<file path="src/rtl/per_id_offcpu_time_accumulator_defines.svh">
// Assertion macros shared by the off-cpu time accumulator RTL.
// Each macro samples on clk_i and is disabled while rst_ni is low.
`ifndef PER_ID_OFFCPU_TIME_ACCUMULATOR_DEFINES_SVH
`define PER_ID_OFFCPU_TIME_ACCUMULATOR_DEFINES_SVH

// General property check.
`define OCPU_ASSERT(lbl, prop, msg) \
  lbl: assert property (@(posedge clk_i) disable iff (!rst_ni) (prop)) else $error(msg);

// Condition that must never be true.
`define OCPU_ASSERT_NEVER(lbl, cond, msg) \
  lbl: assert property (@(posedge clk_i) disable iff (!rst_ni) !(cond)) else $error(msg);

`endif

</file>
<file path="src/rtl/ocpu_pkg.sv">
`timescale 1ns / 1ps

package ocpu_pkg;

  // Field widths.
  localparam int unsigned ID_W      = 12;
  localparam int unsigned TIME_W    = 64;
  localparam int unsigned CNT_W     = 32;
  localparam int unsigned DELTA_W   = 40;
  localparam int unsigned STATE_W   = 8;
  localparam int unsigned CFG_IDX_W = 2;
  localparam int unsigned CFG_DATA_W = 40;

  // Command codes.
  localparam logic CMD_SWITCH = 1'b0;
  localparam logic CMD_READ   = 1'b1;

  // Configuration register indexes.
  localparam logic [CFG_IDX_W-1:0] CFG_STALE_LIMIT  = 2'd0;
  localparam logic [CFG_IDX_W-1:0] CFG_VOLUNTARY    = 2'd1;
  localparam logic [CFG_IDX_W-1:0] CFG_IGNORED_ID   = 2'd2;

  // Configuration reset values.
  localparam logic [DELTA_W-1:0] RST_STALE_LIMIT = 40'd30000000000;
  localparam logic [STATE_W-1:0] RST_VOLUNTARY   = 8'd1;
  localparam logic [ID_W-1:0]    RST_IGNORED_ID  = 12'd1;

  typedef struct packed {
    logic              command;
    logic [TIME_W-1:0] now_ns;
    logic [ID_W-1:0]   prev_id;
    logic [STATE_W-1:0] leave_state;
    logic [ID_W-1:0]   next_id;
    logic [ID_W-1:0]   query_id;
  } in_t;

  typedef struct packed {
    logic               counted;
    logic [DELTA_W-1:0] delta_ns;
    logic [TIME_W-1:0]  accum_ns;
    logic [CNT_W-1:0]   event_count;
  } out_t;

  typedef struct packed {
    logic [DELTA_W-1:0] stale_limit_ns;
    logic [STATE_W-1:0] voluntary_state;
    logic [ID_W-1:0]    highest_ignored_id;
  } cfg_t;

endpackage

</file>
<file path="src/rtl/ocpu_cfg.sv">
`timescale 1ns / 1ps

// Configuration registers with a plain write port.
module ocpu_cfg (
  input  logic                                clk_i,
  input  logic                                rst_ni,
  input  logic                                we_i,
  input  logic [ocpu_pkg::CFG_IDX_W-1:0]      idx_i,
  input  logic [ocpu_pkg::CFG_DATA_W-1:0]     wdata_i,
  output ocpu_pkg::cfg_t                      cfg_o
);

  ocpu_pkg::cfg_t cfg_q, cfg_d;

  // Decode the register index; unknown indexes are dropped.
  always_comb begin
    cfg_d = cfg_q;
    if (we_i) begin
      case (idx_i)
        ocpu_pkg::CFG_STALE_LIMIT: begin
          cfg_d.stale_limit_ns = wdata_i[ocpu_pkg::DELTA_W-1:0];
        end
        ocpu_pkg::CFG_VOLUNTARY: begin
          cfg_d.voluntary_state = wdata_i[ocpu_pkg::STATE_W-1:0];
        end
        ocpu_pkg::CFG_IGNORED_ID: begin
          cfg_d.highest_ignored_id = wdata_i[ocpu_pkg::ID_W-1:0];
        end
        default: begin
          cfg_d = cfg_q;
        end
      endcase
    end
  end

  always_ff @(posedge clk_i or negedge rst_ni) begin
    if (!rst_ni) begin
      cfg_q.stale_limit_ns     <= ocpu_pkg::RST_STALE_LIMIT;
      cfg_q.voluntary_state    <= ocpu_pkg::RST_VOLUNTARY;
      cfg_q.highest_ignored_id <= ocpu_pkg::RST_IGNORED_ID;
    end else begin
      cfg_q <= cfg_d;
    end
  end

  assign cfg_o = cfg_q;

endmodule

</file>
<file path="config.mk">
export PLATFORM = sky130hd
export DESIGN_NAME = ocpu_cfg
export DESIGN_NICKNAME = d
export VERILOG_FILES = /design/src/rtl/per_id_offcpu_time_accumulator_defines.svh /design/src/rtl/ocpu_pkg.sv /design/src/rtl/ocpu_cfg.sv
export SDC_FILE = /design/constraint.sdc
export NUM_CORES = 1
export LEC_CHECK = 0
export BUFFER_PORTS_ARGS = -buffer_cell sky130_fd_sc_hd__buf_4
export CAP_MARGIN = 30
export CORE_MARGIN = 8
export CORE_UTILIZATION = 41
export DETAILED_ROUTE_END_ITERATION = 10
export PLACE_DENSITY = 0.76
export SYNTH_ARGS = -nofsm -noshare
export SYNTH_HDL_FRONTEND = slang
export SYNTH_SLANG_ARGS = --single-unit
</file>
<file path="constraint.sdc">
create_clock -name clk_i -period 0.8 [get_ports clk_i]
set_input_delay 0.2 -clock clk_i [delete_from_list [all_inputs] [get_ports clk_i]]
set_output_delay 0.2 -clock clk_i [all_outputs]
set_load 0.02 [all_outputs]
</file>
==> run summary <==
The first-pass GRT wire length came out at 11330 um. For met1 alone, demand over resource in global routing was 0.2011. The largest stage delay on the critical path is 0.55 ns. The count of max-cap constraint violations came out at 0. The setup check on the worst reg-to-reg path leaves a slack of -0.23 ns.

For this run, global-route usage on met3 was measured as 0.09061. The count of endpoints failing setup in the final report is 120. The data arrival time of the critical path is between 0.9 and 1 ns. The clock passes through at most 2 buffers. In the post-route analysis, the smallest setup slack over all paths is -0.3943 ns.

In this run the most used layer during global routing was met2. The category of the worst setup path capture point is an output port. The compound-gate portion of the synthesized area came to 0. In this run the static leakage power is ~2.1 nW. The flow ran to the end, but the final reports show violations. Of the total synthesized cell area, the portion taken by full adders, half adders and majority gates is 0.

The overall power of the completed layout is 0.01041 W. The clock transition at the registers of the reported paths is approximately 0.070 ns. The sum of net half-perimeters after detailed placement came out at 4403 um. The number of antenna diodes in the final layout is 0.

The layout-stage area growth over the synthesis result came out at 85.51%. The fraction of the cycle the final worst path needs is 1.493. The routing usage on met2 came out at 0.2777.

The combined flip-flop and latch cell area came out at ~0.0015 sq mm. The number of fill cells came out at roughly 320. The measured slew at the worst slew-check pin came out at ~0.3 ns.

Based on the critical path, the design can be clocked at up to approximately 840 MHz. The share of the synthesized netlist area taken by xor and xnor gates came out at 0. The critical path data required time came out at ~0.6 ns. The checks that failed: negative setup slack. The latest clock arrival within the worst-skew pair came out at about 0.33 ns.

The largest net degree at the start of global routing is 20. The cell type of the slowest stage on the worst timing path is sky130_fd_sc_hd__dfstp_2. TritonCTS built the clock tree. The post-route minimum period is 1.194 ns. The post-synthesis instance total is roughly 130.

The post-synthesis sequential element count came out at 60. The total wire length after detailed routing is roughly 7500 um. After the last flow step, the layout net total stands at roughly 330. The vertical extent of the die came out at approximately 91 um. After floorplanning, the core was sized to cover about 0.0054 sq mm. The multiplexer fraction of the synthesized cell area is 0.2952. The critical path class is reg -> out.

VDD sags by at most between 1.5 and 2 mV. The worst setup skew after layout came out at 0 ns. The total buffers and inverters traversed by the critical path is 1. Ranked by total cell area, the synthesized netlist is headed by sky130_fd_sc_hd__dfrtp_1 47%, sky130_fd_sc_hd__mux2_2 28%, sky130_fd_sc_hd__dfstp_2 20%, sky130_fd_sc_hd__buf_6 2.0%, sky130_fd_sc_hd__mux2_1 1.5%.

The global-route usage over all layers came out at 0.1767. The site row count is 27. In this run the cell area of the synthesized design comes to roughly 0.0023 sq mm. The fraction of final layout cells sized beyond drive strength 1 came out at 0.8464. Input and output buffers added on the ports amount to roughly 100. The via count of the first global-routing pass came to around 2000. Routability-driven placement finished with a final weighted congestion of 0.6922. The power density over the cells came out at between 2000 and 2500 mW/mm^2. In this run the clock root is driven by a sky130_fd_sc_hd__clkbuf_8. The largest delay contributor family on the critical path is flip-flops.

The number of pins exceeding their max-slew limit in the final report is 0. Traced cell by cell, the critical path runs through buf_6. The share of the synthesized area in the top cell type came out at 0.4702. The total congestion overflow after global routing came out at 0. The classification of the worst-slack hold path is in -> reg. Timing analysis after detailed placement gives a worst setup slack of -0.5339 ns.

The clock sink total is 60. The average cell area after synthesis is 17.88 sq um. The simple logic cell fraction of the synthesized area came out at 0.01640. The area of all placed cells without fillers is roughly 0.0042 sq mm. The violation count after the first detailed-routing iteration is 58. For this configuration, the core starts out at a cell density of 0.4208.

The number of iterations in the first detailed-routing pass is 4. The number of distinct library cell variants in the gate-level netlist after synthesis came out at 9. In the final routed layout, each cell accounts on average for ~21 um. The share of the Yosys chip area taken by registers is 0.6654. During synthesis, Yosys emitted a total of 0 warnings.

The area used by multi-input combinational logic came out at 902.1 sq um. By area, the combinational part of the netlist is dominated by multiplexers. The number of top-level pins came out at 105. The total CTS buffers is 9. The tightest slew margin relative to the limit is 0.7988.

The routed layout has approximately 1800 vias. The horizontal die dimension is 90.71 um. The flip-flop count of the largest register after layout is 60. The number of levels in the clock H-tree is 3. The initial antenna violation count is 0. The number of hold violations in the final report is 0. The die footprint is 0.008228 sq mm. Setup repair after global routing could not meet its margin everywhere. The count of unresolved DRC violations after routing is 0. The synthesized design spends more area on one cell type than any other, namely sky130_fd_sc_hd__dfrtp_1. Using the TritonRoute via totals, the vias-per-cell ratio works out to 4.863. Summing all placed instances gives a cell area of between 0.003 and 0.004 sq mm. The net count after synthesis came out at about 170. The antenna violation net count after detailed routing came out at 0. The largest fanout of any net on the critical path came out at 2. The worst setup path is launched from a flip-flop.
## Yosys cell counts
library cell / number
sky130_fd_sc_hd__nor3b_4: 1
sky130_fd_sc_hd__nand3b_2: 1
sky130_fd_sc_hd__mux2_2: 57
sky130_fd_sc_hd__buf_4: 1
sky130_fd_sc_hd__nand3b_1: 1
sky130_fd_sc_hd__dfstp_2: 17
sky130_fd_sc_hd__buf_6: 4
sky130_fd_sc_hd__mux2_1: 3
sky130_fd_sc_hd__dfrtp_1: 43
## routing by layer
metal,share of wire,wire length (um),vias to the layer above
met2,0.47,3541,96
met1,0.41,3101,897
met4,0.013,99,0
met5,0,0,-
li1,-,-,769
met3,0.11,801,13
## final timing paths
check / start / to / depth (start not counted)
min in group asynchronous: rst_ni / cfg_o[52]$_DFFE_PN0P_ / 2
max in group asynchronous: rst_ni / cfg_o[31]$_DFFE_PN1P_ / 3
worst min-delay path: wdata_i[21] / cfg_o[41]$_DFFE_PN1P_ / 2
worst min register to register: cfg_o[2]$_DFFE_PN0P_ / cfg_o[2]$_DFFE_PN0P_ / 1
worst max-delay path: cfg_o[12]$_DFFE_PN1P_ / cfg_o[12] / 1
worst max register to register: cfg_o[34]$_DFFE_PN0P_ / cfg_o[34]$_DFFE_PN0P_ / 3
## timing repair
| item | 4_1_cts | 5_1_grt |
|---|---|---|
| gates cloned | 3 | 0 |
| setup endpoints to repair | 112 | 119 |
| hold endpoints to repair | 47 | 0 |
| setup buffers | 24 | 18 |
| hold buffers | 1 | 0 |
| pin swaps | 0 | 3 |
| resized for setup | 81 | 22 |
## metrics by stage
step,std cells,setup TNS [ns],hold slack [ns],util
4_1_cts,355,-25.58,0.08716,0.7631
3_3_place_gp,312,-27.68,0.07894,0.6239
6_report,365,-28.29,0.09252,0.7805
2_1_floorplan,128,-13.50,-0.09559,-
3_5_place_dp,312,-28.93,0.07453,0.6239
5_1_grt,365,-30.21,0.08021,0.7805
## power by group
part / total (W) / switching [W] / internal (W)
logic: 0.00392 / 0.00153 / 0.00239
clock network: 0.00228 / 0.00117 / 0.00111
registers: 0.00422 / 0.000476 / 0.00374
## cells in the final DEF (no fill, tap or decap), drive strengths merged
master	synthesis	layout
buf	5	153
mux2	60	60
dfrtp	43	43
dfstp	17	17
clkbuf	0	11
clkinv	0	3
clkinvlp	0	2
nand3b	2	2
nor3b	1	1
dlygate4sd3	0	1
## area by class of cell
class / instances / share of cell area
sequential: 60 / 0.3593
multi-input combinational: 63 / 0.2125
clock inverter: 5 / 0.007073
clock buffer: 11 / 0.03095
timing repair buffer: 154 / 0.3690
tap: 72 / 0.02122
## cells by family (layout without fill, tap and decap cells)
logic type,count (synthesis),count (layout)
simple gates,3,3
mux,60,60
flops,60,60
buf+inv,5,170
Power figures use the tool's default switching activity.
